[src/rtl/core/srsw_pkg.sv]
`timescale 1ns / 1ps
// ============================================================================
// srsw_pkg
// Types and fixed codes of the selective-repeat sender window.
// ============================================================================
package srsw_pkg;

    localparam int SEQ_W  = 31;
    localparam int LEN_W  = 10;
    localparam int TIME_W = 32;
    localparam int WIN_W  = 16;
    localparam int TMO_W  = 16;
    localparam int EV_W   = 3;
    localparam int OUTS_W = 5;
    localparam int ADDR_W = 4;
    localparam int DATA_W = 32;

    // input kinds
    localparam logic [1:0] KIND_START = 2'd0;
    localparam logic [1:0] KIND_OFFER = 2'd1;
    localparam logic [1:0] KIND_ACK   = 2'd2;
    localparam logic [1:0] KIND_TICK  = 2'd3;

    // result events
    localparam logic [EV_W-1:0] EV_SENT    = 3'd0;
    localparam logic [EV_W-1:0] EV_RESENT  = 3'd1;
    localparam logic [EV_W-1:0] EV_REFUSED = 3'd2;
    localparam logic [EV_W-1:0] EV_ACKED   = 3'd3;
    localparam logic [EV_W-1:0] EV_STARTED = 3'd4;

    // register indexes (paddr[3:2])
    localparam logic [1:0] REG_WINDOW  = 2'd0;
    localparam logic [1:0] REG_TIMEOUT = 2'd1;
    localparam logic [1:0] REG_START   = 2'd2;

    localparam logic [WIN_W-1:0]  WINDOW_RST  = 16'd5120;
    localparam logic [TMO_W-1:0]  TIMEOUT_RST = 16'd500;
    localparam logic [SEQ_W-1:0]  START_RST   = 31'd5095;

    typedef struct packed {
        logic [SEQ_W-1:0]  seq;
        logic [LEN_W-1:0]  len;
        logic [TIME_W-1:0] sent_time;
    } entry_t;

endpackage

[src/rtl/core/selective_repeat_sender_window.sv]
`timescale 1ns / 1ps
// ============================================================================
// selective_repeat_sender_window
// Sender window of a selective-repeat transfer: keeps unacked blocks in send
// order in one entry memory, admits blocks against a byte window, removes
// acked entries and resends timed-out entries oldest first.
// ============================================================================
//
//  channel  | signals                                  | beat
//  ---------+------------------------------------------+-------------------------
//  in       | in_valid/in_ready, kind, block_len,      | one command
//           | ack_num                                  |
//  out      | out_valid/out_ready, event_res, seq_out, | one result, last marks
//           | len_out, outstanding, window_empty, last | the end of a command
//  cfg      | APB: psel, penable, pwrite, paddr,       | one register access
//           | pwdata, prdata, pready                   |
//
//  Start goes straight to the result state. Offer and ack walk the entry memory
//  one entry per cycle through its single read port; each read returns in the
//  read data register and is folded in the cycle after, and the result follows
//  the walk. A tick reads and checks each examined head entry in turn (read,
//  check). After reset the window is empty; no clearing pass is needed since
//  only entries below the fill count are read. A stalled output holds the
//  engine at its next result; a finished result waits in the output register
//  while the next command is taken.
// ============================================================================
module selective_repeat_sender_window
    import srsw_pkg::*;
#(
    parameter int MAX_ENTRIES  = 16,
    parameter int HEADER_BYTES = 8,
    parameter int MAX_PAYLOAD  = 1016
)
(
    input  logic              clk,
    input  logic              rst_n,

    input  logic              in_valid,
    output logic              in_ready,
    input  logic [1:0]        kind,
    input  logic [LEN_W-1:0]  block_len,
    input  logic [SEQ_W-1:0]  ack_num,

    output logic              out_valid,
    input  logic              out_ready,
    output logic [EV_W-1:0]   event_res,
    output logic [SEQ_W-1:0]  seq_out,
    output logic [LEN_W-1:0]  len_out,
    output logic [OUTS_W-1:0] outstanding,
    output logic              window_empty,
    output logic              last,

    input  logic              psel,
    input  logic              penable,
    input  logic              pwrite,
    input  logic [ADDR_W-1:0] paddr,
    input  logic [DATA_W-1:0] pwdata,
    output logic [DATA_W-1:0] prdata,
    output logic              pready
);

    localparam int PTR_W = $clog2(MAX_ENTRIES);
    localparam int CNT_W = $clog2(MAX_ENTRIES + 1);

    localparam logic [CNT_W:0]   N_SUM  = (CNT_W+1)'(MAX_ENTRIES);
    localparam logic [CNT_W-1:0] N_CNT  = CNT_W'(MAX_ENTRIES);
    localparam logic [PTR_W-1:0] N_LAST = PTR_W'(MAX_ENTRIES - 1);
    localparam logic [SEQ_W-1:0] HDR_SEQ = SEQ_W'(HEADER_BYTES);
    localparam logic [SEQ_W+1:0] HDR_SPAN = (SEQ_W+2)'(HEADER_BYTES);
    localparam logic [16:0]      MAXP   = 17'(MAX_PAYLOAD);

    // engine states
    localparam logic [2:0] ST_IDLE = 3'd0;
    localparam logic [2:0] ST_SCAN = 3'd1;  // walk entries for offer or ack
    localparam logic [2:0] ST_FIN  = 3'd2;  // single result of start/offer/ack
    localparam logic [2:0] ST_T_RD = 3'd3;  // read queue head
    localparam logic [2:0] ST_T_CHK = 3'd4; // age check, rotate, emit

    // ------------------------------------------------------------------
    // Configuration registers
    // ------------------------------------------------------------------
    logic [WIN_W-1:0] window_bytes_reg;
    logic [TMO_W-1:0] timeout_ticks_reg;
    logic [SEQ_W-1:0] start_seq_reg;
    logic             cfg_wr;

    assign pready = 1'b1;
    assign cfg_wr = psel & penable & pwrite;

    always_ff @(posedge clk or negedge rst_n)
    begin
        if (!rst_n)
        begin
            window_bytes_reg  <= WINDOW_RST;
            timeout_ticks_reg <= TIMEOUT_RST;
            start_seq_reg     <= START_RST;
        end
        else if (cfg_wr)
        begin
            case (paddr[3:2])
                REG_WINDOW:  window_bytes_reg  <= pwdata[WIN_W-1:0];
                REG_TIMEOUT: timeout_ticks_reg <= pwdata[TMO_W-1:0];
                REG_START:   start_seq_reg     <= pwdata[SEQ_W-1:0];
                default:     ;
            endcase
        end
    end

    always_comb
    begin
        case (paddr[3:2])
            REG_WINDOW:  prdata = {{(DATA_W-WIN_W){1'b0}}, window_bytes_reg};
            REG_TIMEOUT: prdata = {{(DATA_W-TMO_W){1'b0}}, timeout_ticks_reg};
            REG_START:   prdata = {{(DATA_W-SEQ_W){1'b0}}, start_seq_reg};
            default:     prdata = '0;
        endcase
    end

    // ------------------------------------------------------------------
    // Entry memory: circular queue, head_reg is the oldest in send order
    // ------------------------------------------------------------------
    entry_t             entry_mem [MAX_ENTRIES];
    entry_t             rdata_reg;
    logic               mem_we;
    logic [PTR_W-1:0]   mem_waddr;
    entry_t             mem_wdata;
    logic               mem_re;
    logic [PTR_W-1:0]   mem_raddr;

    always_ff @(posedge clk)
    begin
        if (mem_we)
        begin
            entry_mem[mem_waddr] <= mem_wdata;
        end
        if (mem_re)
        begin
            rdata_reg <= entry_mem[mem_raddr];
        end
    end

    // queue position to memory slot, one compare-subtract wrap
    function automatic logic [PTR_W-1:0] slot_of(input logic [PTR_W-1:0] base,
                                                 input logic [CNT_W-1:0] off);
        logic [CNT_W:0] sum;
        sum = {{(CNT_W+1-PTR_W){1'b0}}, base} + {1'b0, off};
        if (sum >= N_SUM)
        begin
            sum = sum - N_SUM;
        end
        return sum[PTR_W-1:0];
    endfunction

    // ------------------------------------------------------------------
    // Engine state
    // ------------------------------------------------------------------
    logic [2:0]        state_reg, state_next;
    logic [1:0]        kind_reg, kind_next;
    logic [LEN_W-1:0]  blen_reg, blen_next;
    logic [SEQ_W-1:0]  ack_reg, ack_next;
    logic [SEQ_W-1:0]  next_seq_reg, next_seq_next;
    logic [CNT_W-1:0]  cnt_reg, cnt_next;
    logic [PTR_W-1:0]  head_reg, head_next;
    logic [TIME_W-1:0] tick_clock_reg, tick_clock_next;
    logic [CNT_W-1:0]  rd_i_reg, rd_i_next;     // next entry to read
    logic [CNT_W-1:0]  w_reg, w_next;           // ack compaction write index
    logic              rd_pend_reg, rd_pend_next;
    logic [SEQ_W-1:0]  maxd_reg, maxd_next;     // farthest distance behind next_seq
    logic              pend_have_reg, pend_have_next;
    logic [SEQ_W-1:0]  pend_seq_reg, pend_seq_next;
    logic [LEN_W-1:0]  pend_len_reg, pend_len_next;

    logic              out_valid_reg, out_valid_next;
    logic [EV_W-1:0]   ev_reg, ev_next;
    logic [SEQ_W-1:0]  oseq_reg, oseq_next;
    logic [LEN_W-1:0]  olen_reg, olen_next;
    logic [CNT_W-1:0]  ocnt_reg, ocnt_next;
    logic              olast_reg, olast_next;

    logic              in_acc;
    logic              out_free;
    logic [SEQ_W-1:0]  seq_gap;
    logic [SEQ_W+1:0]  span;
    logic              offer_ok;
    logic [TMO_W-1:0]  tmo;
    logic [TIME_W-1:0] age;
    logic              timed_out;

    assign in_ready = (state_reg == ST_IDLE);
    assign in_acc   = in_valid & in_ready;
    assign out_free = !out_valid_reg || out_ready;

    assign seq_gap = next_seq_reg - rdata_reg.seq;
    assign span = {2'b00, maxd_reg} + (SEQ_W+2)'(blen_reg) + HDR_SPAN;
    assign offer_ok = ({7'd0, blen_reg} <= MAXP) && (cnt_reg < N_CNT) &&
                      (span <= {{(SEQ_W+2-WIN_W){1'b0}}, window_bytes_reg});
    assign tmo = (timeout_ticks_reg == '0) ? TMO_W'(1) : timeout_ticks_reg;
    assign age = tick_clock_reg - rdata_reg.sent_time;
    assign timed_out = (age >= {{(TIME_W-TMO_W){1'b0}}, tmo});

    always_comb
    begin
        state_next      = state_reg;
        kind_next       = kind_reg;
        blen_next       = blen_reg;
        ack_next        = ack_reg;
        next_seq_next   = next_seq_reg;
        cnt_next        = cnt_reg;
        head_next       = head_reg;
        tick_clock_next = tick_clock_reg;
        rd_i_next       = rd_i_reg;
        w_next          = w_reg;
        rd_pend_next    = 1'b0;
        maxd_next       = maxd_reg;
        pend_have_next  = pend_have_reg;
        pend_seq_next   = pend_seq_reg;
        pend_len_next   = pend_len_reg;

        out_valid_next  = out_valid_reg & ~out_ready;
        ev_next         = ev_reg;
        oseq_next       = oseq_reg;
        olen_next       = olen_reg;
        ocnt_next       = ocnt_reg;
        olast_next      = olast_reg;

        mem_we    = 1'b0;
        mem_waddr = '0;
        mem_wdata = rdata_reg;
        mem_re    = 1'b0;
        mem_raddr = '0;

        case (state_reg)
            ST_IDLE:
            begin
                if (in_acc)
                begin
                    kind_next = kind;
                    blen_next = block_len;
                    ack_next  = ack_num;
                    rd_i_next = '0;
                    w_next    = '0;
                    maxd_next = '0;
                    case (kind)
                        KIND_START: state_next = ST_FIN;
                        KIND_OFFER: state_next = ST_SCAN;
                        KIND_ACK:   state_next = ST_SCAN;
                        default:
                        begin
                            tick_clock_next = tick_clock_reg + TIME_W'(1);
                            pend_have_next  = 1'b0;
                            state_next      = (cnt_reg != '0) ? ST_T_RD : ST_IDLE;
                        end
                    endcase
                end
            end

            ST_SCAN:
            begin
                // one read issued per cycle, its data processed in the cycle after
                if (rd_pend_reg)
                begin
                    if (kind_reg == KIND_OFFER)
                    begin
                        if (seq_gap > maxd_reg)
                        begin
                            maxd_next = seq_gap;
                        end
                    end
                    else if (rdata_reg.seq != ack_reg)
                    begin
                        mem_we    = 1'b1;
                        mem_waddr = slot_of(head_reg, w_reg);
                        w_next    = w_reg + CNT_W'(1);
                    end
                end
                if (rd_i_reg < cnt_reg)
                begin
                    mem_re       = 1'b1;
                    mem_raddr    = slot_of(head_reg, rd_i_reg);
                    rd_i_next    = rd_i_reg + CNT_W'(1);
                    rd_pend_next = 1'b1;
                end
                else if (!rd_pend_reg)
                begin
                    state_next = ST_FIN;
                end
            end

            ST_FIN:
            begin
                if (out_free)
                begin
                    out_valid_next = 1'b1;
                    olast_next     = 1'b1;
                    olen_next      = '0;
                    state_next     = ST_IDLE;
                    case (kind_reg)
                        KIND_START:
                        begin
                            cnt_next      = '0;
                            head_next     = '0;
                            next_seq_next = start_seq_reg + HDR_SEQ;
                            ev_next       = EV_STARTED;
                            oseq_next     = start_seq_reg + HDR_SEQ;
                            ocnt_next     = '0;
                        end
                        KIND_OFFER:
                        begin
                            oseq_next = next_seq_reg;
                            if (offer_ok)
                            begin
                                mem_we    = 1'b1;
                                mem_waddr = slot_of(head_reg, cnt_reg);
                                mem_wdata = '{seq: next_seq_reg, len: blen_reg,
                                              sent_time: tick_clock_reg};
                                cnt_next  = cnt_reg + CNT_W'(1);
                                ocnt_next = cnt_reg + CNT_W'(1);
                                next_seq_next = next_seq_reg + SEQ_W'(blen_reg) + HDR_SEQ;
                                ev_next   = EV_SENT;
                                olen_next = blen_reg;
                            end
                            else
                            begin
                                ev_next   = EV_REFUSED;
                                ocnt_next = cnt_reg;
                            end
                        end
                        default:
                        begin
                            cnt_next  = w_reg;
                            ev_next   = EV_ACKED;
                            oseq_next = ack_reg;
                            ocnt_next = w_reg;
                        end
                    endcase
                end
            end

            ST_T_RD:
            begin
                mem_re     = 1'b1;
                mem_raddr  = head_reg;
                state_next = ST_T_CHK;
            end

            ST_T_CHK:
            begin
                // held resend goes out once we know whether another follows
                if (!pend_have_reg || out_free)
                begin
                    if (pend_have_reg)
                    begin
                        out_valid_next = 1'b1;
                        ev_next        = EV_RESENT;
                        oseq_next      = pend_seq_reg;
                        olen_next      = pend_len_reg;
                        ocnt_next      = cnt_reg;
                        olast_next     = ~timed_out;
                    end
                    if (timed_out)
                    begin
                        // move head to the back with a fresh send time
                        mem_we    = 1'b1;
                        mem_waddr = slot_of(head_reg, cnt_reg);
                        mem_wdata = '{seq: rdata_reg.seq, len: rdata_reg.len,
                                      sent_time: tick_clock_reg};
                        head_next = (head_reg == N_LAST) ? '0 : head_reg + PTR_W'(1);
                        pend_have_next = 1'b1;
                        pend_seq_next  = rdata_reg.seq;
                        pend_len_next  = rdata_reg.len;
                        state_next     = ST_T_RD;
                    end
                    else
                    begin
                        pend_have_next = 1'b0;
                        state_next     = ST_IDLE;
                    end
                end
            end

            default:
            begin
                state_next = ST_IDLE;
            end
        endcase
    end

    always_ff @(posedge clk or negedge rst_n)
    begin
        if (!rst_n)
        begin
            state_reg      <= ST_IDLE;
            next_seq_reg   <= START_RST + HDR_SEQ;
            cnt_reg        <= '0;
            head_reg       <= '0;
            tick_clock_reg <= '0;
            rd_i_reg       <= '0;
            w_reg          <= '0;
            rd_pend_reg    <= 1'b0;
            pend_have_reg  <= 1'b0;
            out_valid_reg  <= 1'b0;
        end
        else
        begin
            state_reg      <= state_next;
            next_seq_reg   <= next_seq_next;
            cnt_reg        <= cnt_next;
            head_reg       <= head_next;
            tick_clock_reg <= tick_clock_next;
            rd_i_reg       <= rd_i_next;
            w_reg          <= w_next;
            rd_pend_reg    <= rd_pend_next;
            pend_have_reg  <= pend_have_next;
            out_valid_reg  <= out_valid_next;
        end
    end

    always_ff @(posedge clk)
    begin
        kind_reg     <= kind_next;
        blen_reg     <= blen_next;
        ack_reg      <= ack_next;
        maxd_reg     <= maxd_next;
        pend_seq_reg <= pend_seq_next;
        pend_len_reg <= pend_len_next;
        ev_reg       <= ev_next;
        oseq_reg     <= oseq_next;
        olen_reg     <= olen_next;
        ocnt_reg     <= ocnt_next;
        olast_reg    <= olast_next;
    end

    assign out_valid    = out_valid_reg;
    assign event_res    = ev_reg;
    assign seq_out      = oseq_reg;
    assign len_out      = olen_reg;
    assign outstanding  = OUTS_W'(ocnt_reg);
    assign window_empty = (ocnt_reg == '0);
    assign last         = olast_reg;

    // ------------------------------------------------------------------
    // Assertions
    // ------------------------------------------------------------------
    a_cnt_bound: assert property (@(posedge clk) disable iff (!rst_n)
        cnt_reg <= N_CNT)
        else $error("entry count above store depth");

    a_head_bound: assert property (@(posedge clk) disable iff (!rst_n)
        head_reg <= N_LAST)
        else $error("queue head outside memory");

    a_scan_idx: assert property (@(posedge clk) disable iff (!rst_n)
        (state_reg == ST_SCAN) |-> (w_reg <= rd_i_reg) && (rd_i_reg <= cnt_reg))
        else $error("scan indexes out of order");

    a_no_held_resend: assert property (@(posedge clk) disable iff (!rst_n)
        in_ready |-> !pend_have_reg)
        else $error("held resend lost at command end");

    a_tick_keeps_count: assert property (@(posedge clk) disable iff (!rst_n)
        (state_reg == ST_T_CHK) |=> (cnt_reg == $past(cnt_reg)))
        else $error("resend changed entry count");

endmodule
[config.mk]
export PLATFORM = sky130hd
export DESIGN_NAME = selective_repeat_sender_window
export DESIGN_NICKNAME = d
export VERILOG_FILES = /design/src/rtl/core/srsw_pkg.sv /design/src/rtl/core/selective_repeat_sender_window.sv
export SDC_FILE = /design/constraint.sdc
export NUM_CORES = 2
export LEC_CHECK = 0
export ABC_AREA = 1
export BUFFER_PORTS_ARGS = -buffer_cell sky130_fd_sc_hd__buf_2
export CORE_MARGIN = 3
export CORE_UTILIZATION = 25
export CTS_CLUSTER_DIAMETER = 200
export DETAILED_ROUTE_END_ITERATION = 10
export GPL_ROUTABILITY_DRIVEN = 0
export PLACE_DENSITY = 0.43
export SYNTH_ARGS = -nofsm -noshare
export SYNTH_HDL_FRONTEND = slang
export SYNTH_SLANG_ARGS = --single-unit
[constraint.sdc]
create_clock -name clk -period 9 [get_ports clk]
set_clock_uncertainty 0.15 [all_clocks]
set_input_delay 1.8 -clock clk [delete_from_list [all_inputs] [get_ports clk]]
set_output_delay 1.8 -clock clk [all_outputs]
set_load 0.005 [all_outputs]
## Word-level counts from Yosys, hierarchy flattened

Memory sizes are Yosys's and may differ from the RTL's. A register that Yosys moved wholly into a read port is not among the register bits.
Cells that the tools add are included.

| storage, ports and cells | value |
|---|---|
| input port bits | 86 |
| memories kept | 1 |
| flip-flop bits (word level) | 316 |
| memory bits (writable) | 1168 |
| word-level logic and storage cells | 220 |

Memories:

| name | words | width | rd ports | clocked after memory_dff | write ports | line | text |
|---|---|---|---|---|---|---|---|
| entry_mem | 16 | 73 | 1 | 1 | 1 | selective_repeat_sender_window.sv:122 | `entry_t entry_mem [MAX_ENTRIES];` |

| operators by class | value |
|---|---|
| equal/unequal tests | 27 |
| $add $sub $neg | 18 |
| multiplexer cells | 100 |
| bitwise gates (word level) | 7 |
| reduce and logical (&&, ||, !) cells | 34 |
| order comparisons | 9 |

Operator list:

| cell | count |
|---|---|
| 31-bit two-way mux | 8 |
| 31-bit one-hot mux with 2 select lines | 4 |
| 73-bit two-way mux | 3 |
| 73-bit one-hot mux with 2 select lines | 1 |
| 31-bit one-hot mux with 3 select lines | 1 |
| 4-bit two-way mux | 17 |
| 32-bit two-way mux | 2 |
| 31-bit by 4-bit adder with 31-bit output, second input constant | 2 |
| 10-bit two-way mux | 5 |
| 5-bit two-way mux | 9 |
| 5-bit one-hot mux with 2 select lines | 4 |
| 32-bit by 4-bit adder with 33-bit output, second input constant | 1 |
| 33-bit by 16-bit less-or-equal comparator with 1-bit output | 1 |
| 31-bit by 10-bit adder with 32-bit output | 1 |
| 32-bit by 1-bit adder with 32-bit output, second input constant | 1 |
| 32-bit by 16-bit >= comparator with 1-bit output | 1 |
| 32-bit subtractor | 1 |
| 31-bit by 10-bit adder with 31-bit output | 1 |
| 31-bit greater-than comparator | 1 |
| 31-bit != test | 1 |
| 31-bit subtractor | 1 |
| 2-bit != test, second input constant | 14 |
| 3-bit two-way mux | 8 |
| 1-bit two-way mux | 21 |
| 42 further kinds | 86 |

## Logic depth before layout (Yosys ltp)

| logic depth | value |
|---|---|
| word-level depth | 10 |
| mapped depth | 30 |
| gate-level depth less buffers | 30 |

## Least setup slack after synthesis

Ideal clock, no wire load.

| timing path | value |
|---|---|
| kind | register to register |
| start point | register blen_reg[1] |
| end point | memory entry_mem[0][0] (netlist bit), enable pin |
| setup time | 0.504 ns |
| stages on the path, launching flop included | 28 |
| setup slack | 1.955 ns |
| data required time | 8.346 ns |
| arrival | 6.390 ns |
| cell sequence | edfxtp_1 ha_1 ha_1 inv_1 fa_1 inv_1 nand2_1 nand3_1 inv_1 o21bai_1 xor2_1 ha_1 nand2_1 nor2_1 nor2_1 nand3_1 nand2_1 nand2_1 nand2_1 nand2_1 nand2_1 nand3_4 nor2_4 nand2_2 buf_6 nand3_1 nand3_1 nor2_1 |

| on the way | value |
|---|---|
| cells in the longest elaborated chain, start to end | 10 |
| elaborated cells on any way between the ends | 16 |
| classes of those cells | add/sub: 2; order compare: 2; mux: 10; reduce/logical: 2 |

RTL lines:

| element | line | text |
|---|---|---|
| start, declared | selective_repeat_sender_window.sv:159 | `logic [LEN_W-1:0] blen_reg, blen_next;` |
| start signal, assigned | selective_repeat_sender_window.sv:421 | `blen_reg <= blen_next;` |
| 31-bit by 10-bit adder with 32-bit output | selective_repeat_sender_window.sv:194 | `assign span = {2'b00, maxd_reg} + (SEQ_W+2)'(blen_reg) + HDR_SPAN;` |
| 32-bit by 4-bit adder with 33-bit output | selective_repeat_sender_window.sv:194 |  |
| 33-bit by 16-bit less-or-equal comparator with 1-bit output | selective_repeat_sender_window.sv:196 | `(span <= {{(SEQ_W+2-WIN_W){1'b0}}, window_bytes_reg});` |
| 1-bit logical AND (*) | selective_repeat_sender_window.sv:195 | `assign offer_ok = ({7'd0, blen_reg} <= MAXP) && (cnt_reg < N_CNT) &&` |
| 1-bit two-way mux | selective_repeat_sender_window.sv:310 | `if (offer_ok)` |
| 1-bit two-way mux | selective_repeat_sender_window.sv:297 | `case (kind_reg)` |
| 1-bit two-way mux | selective_repeat_sender_window.sv:291 | `if (out_free)` |
| 1-bit one-hot mux with 3 select lines | selective_repeat_sender_window.sv:232 | `case (state_reg)` |
| 1-bit two-way mux | selective_repeat_sender_window.sv:132 | `if (mem_we)` |
| 1-bit two-way mux (implied by the code) | selective_repeat_sender_window.sv:134 | `entry_mem[mem_waddr] <= mem_wdata;` |
| end, declared | selective_repeat_sender_window.sv:122 |  |

Every way passes the cells marked *; elsewhere a longest branch is shown, timed or not.

## Worst setup path after layout

| timing path | value |
|---|---|
| start point | register tick_clock_reg[0] |
| end point | memory entry_mem[10][12] (netlist bit), enable pin |

| on the way | value |
|---|---|
| cells in the longest elaborated chain, start to end | 7 |
| elaborated cells on any way between the ends | 10 |
| classes of those cells | add/sub: 1; order compare: 1; mux: 8 |

RTL lines:

| element | line | text |
|---|---|---|
| start, declared | selective_repeat_sender_window.sv:164 | `logic [TIME_W-1:0] tick_clock_reg, tick_clock_next;` |
| start signal, assigned | selective_repeat_sender_window.sv:409 | `tick_clock_reg <= tick_clock_next;` |
| 32-bit subtractor (*) | selective_repeat_sender_window.sv:198 | `assign age = tick_clock_reg - rdata_reg.sent_time;` |
| 32-bit by 16-bit >= comparator with 1-bit output (*) | selective_repeat_sender_window.sv:199 | `assign timed_out = (age >= {{(TIME_W-TMO_W){1'b0}}, tmo});` |
| 1-bit two-way mux | selective_repeat_sender_window.sv:360 | `if (timed_out)` |
| 1-bit two-way mux | selective_repeat_sender_window.sv:349 | `if (!pend_have_reg \|\| out_free)` |
| 1-bit one-hot mux with 3 select lines | selective_repeat_sender_window.sv:232 |  |
| 1-bit two-way mux | selective_repeat_sender_window.sv:132 |  |
| 1-bit two-way mux (implied by the code) | selective_repeat_sender_window.sv:134 |  |

Marks and branches as above.

==> flow_summary_export.csv <==
group,metric,value,unit
timing,setup_viol,0,
route,avgViaCountPerCell,4.57,
route,drc,0,
timing,hold_violations,0,
floorplanning,start_util,0.252,
clocking,clockBufferDepth,4,
worst_hold_path,hold_class,"register to register",
floorplanning,core_area,0.295,mm^2
clocking,post_cts_resized,0,
timing,period_share,0.695,
logic_synthesis,synth_edf_count,1406,
clocking,cts.htree.levels,4,
logic_synthesis,synthAdderAreaFrac,0.0333,
logic_synthesis,syn_nets,7274,
logic_synthesis,synth_compound_area_frac,0.107,
grt,grt_use_total,0.155,
layout,layout_commonest_cell,"nand2_1",
clocking,numCtsBuffers,177,
worst_hold_path,worstHoldStart,"rdata_reg[35]$_DFFE_PP_",
clocking,tritoncts,"yes",
grt,antenna_found_initial,7,
timing,setup_ws,2.75,ns
clocking,root_buffer,"clkbuf_16",
worst_setup_path,worstPathCellList,"inv_1 > ha_1 > inv_1 > fa_1 > nand2_1 > nand3_1 > nand2_1 > nand2_1 > xor2_1 > ha_1 > nand4_1 > nor3_1 > a221oi_1 > nand4_2 > nand4_1 > nand2_1 > nor2_1 > nand2_1 > nor2_4 > buf_4 > buf_4",
timing,period_minus_slack,6.25,ns
logic_synthesis,syn_area,0.0742,mm^2
route,vias,51100,
clocking,post_cts_buffers,0,
worst_setup_path,cp_slowest_cell,"buf_4",
worst_setup_path,cpPeakStageDelay,0.65,ns
clocking,cts.sink_count,1557,
worst_setup_path,cp-end-kind,"register",
logic_synthesis,synth-simple-area-share,0.141,
floorplanning,io_pins,172,
logic_synthesis,ys_ff_latch,1557,
logic_synthesis,synth_top_family_by_area,"simple AND/OR/NAND/NOR gates",
worst_setup_path,critPathLaunchType,"register",
power,powerDensity,292,mW/mm^2
worst_setup_path,path_common_cell,"nand2_1",
layout,largest_reg_flops,1168,
worst_setup_path,critical_path.max_fanout,29,
clocking,clk_latency,0.85,ns
grt,grt_pass1_vias,48800,
flow_run,cap_violations,0,
timing,slew_headroom,0.105,
grt,grt_max_degree,238,
layout,final_cell_mix,"nand2_1, edfxtp_1, inv_1, o211ai_1, nand3_1",
timing,rsz0062_at_grt,"false",
layout,fill_cells,30400,
grt,grt_first_pass_wirelength,348000,um
worst_setup_path,crit_required,9.28,ns
power,irDropWorstVdd,0.163,mV
route,wl,241000,um
placed_design,port_buffers,166,
worst_setup_path,worst-setup-path-type,"register to register",
timing,drv_slew,0,
logic_synthesis,ys_types,63,
layout,nNetsFinal,7396,
power,p_leak,31.9,nW
logic_synthesis,synth_cells,6995,
worst_setup_path,regToRegStartpoint,"tick_clock_reg[0]$_DFFE_PN0P_",
logic_synthesis,synth_mux_area_frac,0.00513,
layout,area.growth.synth_to_final,14.7,%
logic_synthesis,synth_xor_area_frac,0.0172,
outcome,status,"completed",
worst_setup_path,crit_arrival,6.53,ns
floorplanning,die_area,0.303,mm^2
route,ant_nets,0,
floorplanning,fp.dieH,551,um
route,drt_iter0_markers,4266,
timing,tns,0,ns
timing,tightest_slew,1.33,ns
worst_setup_path,startpoint,"tick_clock_reg[0]$_DFFE_PN0P_",
logic_synthesis,postSynth.asyncResetShare,0.0970,
placed_design,place_ws,2.79,ns
layout,layout-drive-gt1-share,0.0922,
logic_synthesis,ys.flop_type,"edfxtp_1",
clocking,clkTransAtPathRegs,0.06,ns
floorplanning,fp-row-count,199,
timing,fmax,0.160,GHz
logic_synthesis,yosysWarnings,0,
route,drtPass1Iterations,6,
grt,grt_overflow_total,0,
logic_synthesis,seq_area_frac_synth,0.620,
placed_design,place_hpwl,148000,um
route,avgRoutedWirePerCell,21.6,um
floorplanning,die_x,551,um
logic_synthesis,avgSynthCellArea,10.6,um^2
clocking,cts.hold.buffers_added,0,
synth_stat cells (112+ instances only):
cell type  number  share of area
edfxtp_1     1406           0.57
ha_1          186          0.031
xor2_1        112          0.013
nor2_1        271          0.014
o21ai_0       216          0.015
a21oi_1       177          0.012
inv_1        1088          0.055
nand2_1      1449          0.073
o211ai_1      630          0.064
nand3_1       524          0.035
dfrtp_1       124          0.042
clkbuf_1      137         0.0069
buf_2         131         0.0088
metrics by stage:
stage               hold WS (ns)  power, mW  instances   util  cell area, um^2
floorplan                  0.277       15.1       6995      -            74200
global placement           0.297       18.0      10900  0.270            79600
detailed placement         0.296       18.1      10900  0.270            79600
CTS                        0.325       25.2      11200  0.289            85100
global route               0.336       26.4      11200  0.289            85100
finish                     0.331       24.9      11200  0.289            85100
power by group:
part,internal (mW),switching [mW]
combinational,2.27,5.44
sequential,9.59,0.613
clock,4.01,2.97
worst paths after layout:
path,cells after the start,slack [ns],end
max in group asynchronous,2,6.68,next_seq_reg[26]$_DFFE_PN0P_
setup / recovery,21,2.75,entry_mem[10][12]$_DFFE_PP_
hold reg to reg,0,0.33,pend_len_reg[3]$_DFFE_PP_
setup reg to reg,21,2.75,entry_mem[10][12]$_DFFE_PP_
hold / removal,0,0.33,pend_len_reg[3]$_DFFE_PP_
min in group asynchronous,1,0.78,timeout_ticks_reg[9]$_DFFE_PN0P_
layer usage:
layer  GRT usage  up-vias  wire length, um
met3      0.0202      301            11200
met4      0.0377        0             5770
met5           0        -                0
met2       0.258     1150           114000
li1            -    24500                -
met1       0.214    25100           110000
area by class of cell:
cell class,count,area (um^2),share of cell area
Tap cell,3919,4900,0.0576
Clock buffer,227,4760,0.0559
Antenna cell,2,5.00,0.0000588
Timing Repair Buffer,267,1780,0.0210
Multi-Input combinational cell,4015,22800,0.267
Sequential cell,1557,46000,0.541
Clock inverter,82,706,0.00829
Inverter,1099,4140,0.0487
kinds of logic after synthesis:
family | Yosys count
buf+inv | 1423
xor+xnor | 146
other cells | 2
compound gates | 1187
mux | 38
fa+ha+maj | 193
flops | 1557
simple gates | 2449
critical path, delay by kind of cell, from the launching register on:
family	cells	cell delay (ns)
compound gates	1	0.36
xor+xnor	1	0.48
fa+ha+maj	3	0.94
buf+inv	4	1.39
flops	1	0.46
simple gates	12	2.03
No activity file was read; power rests on OpenSTA's default activity.
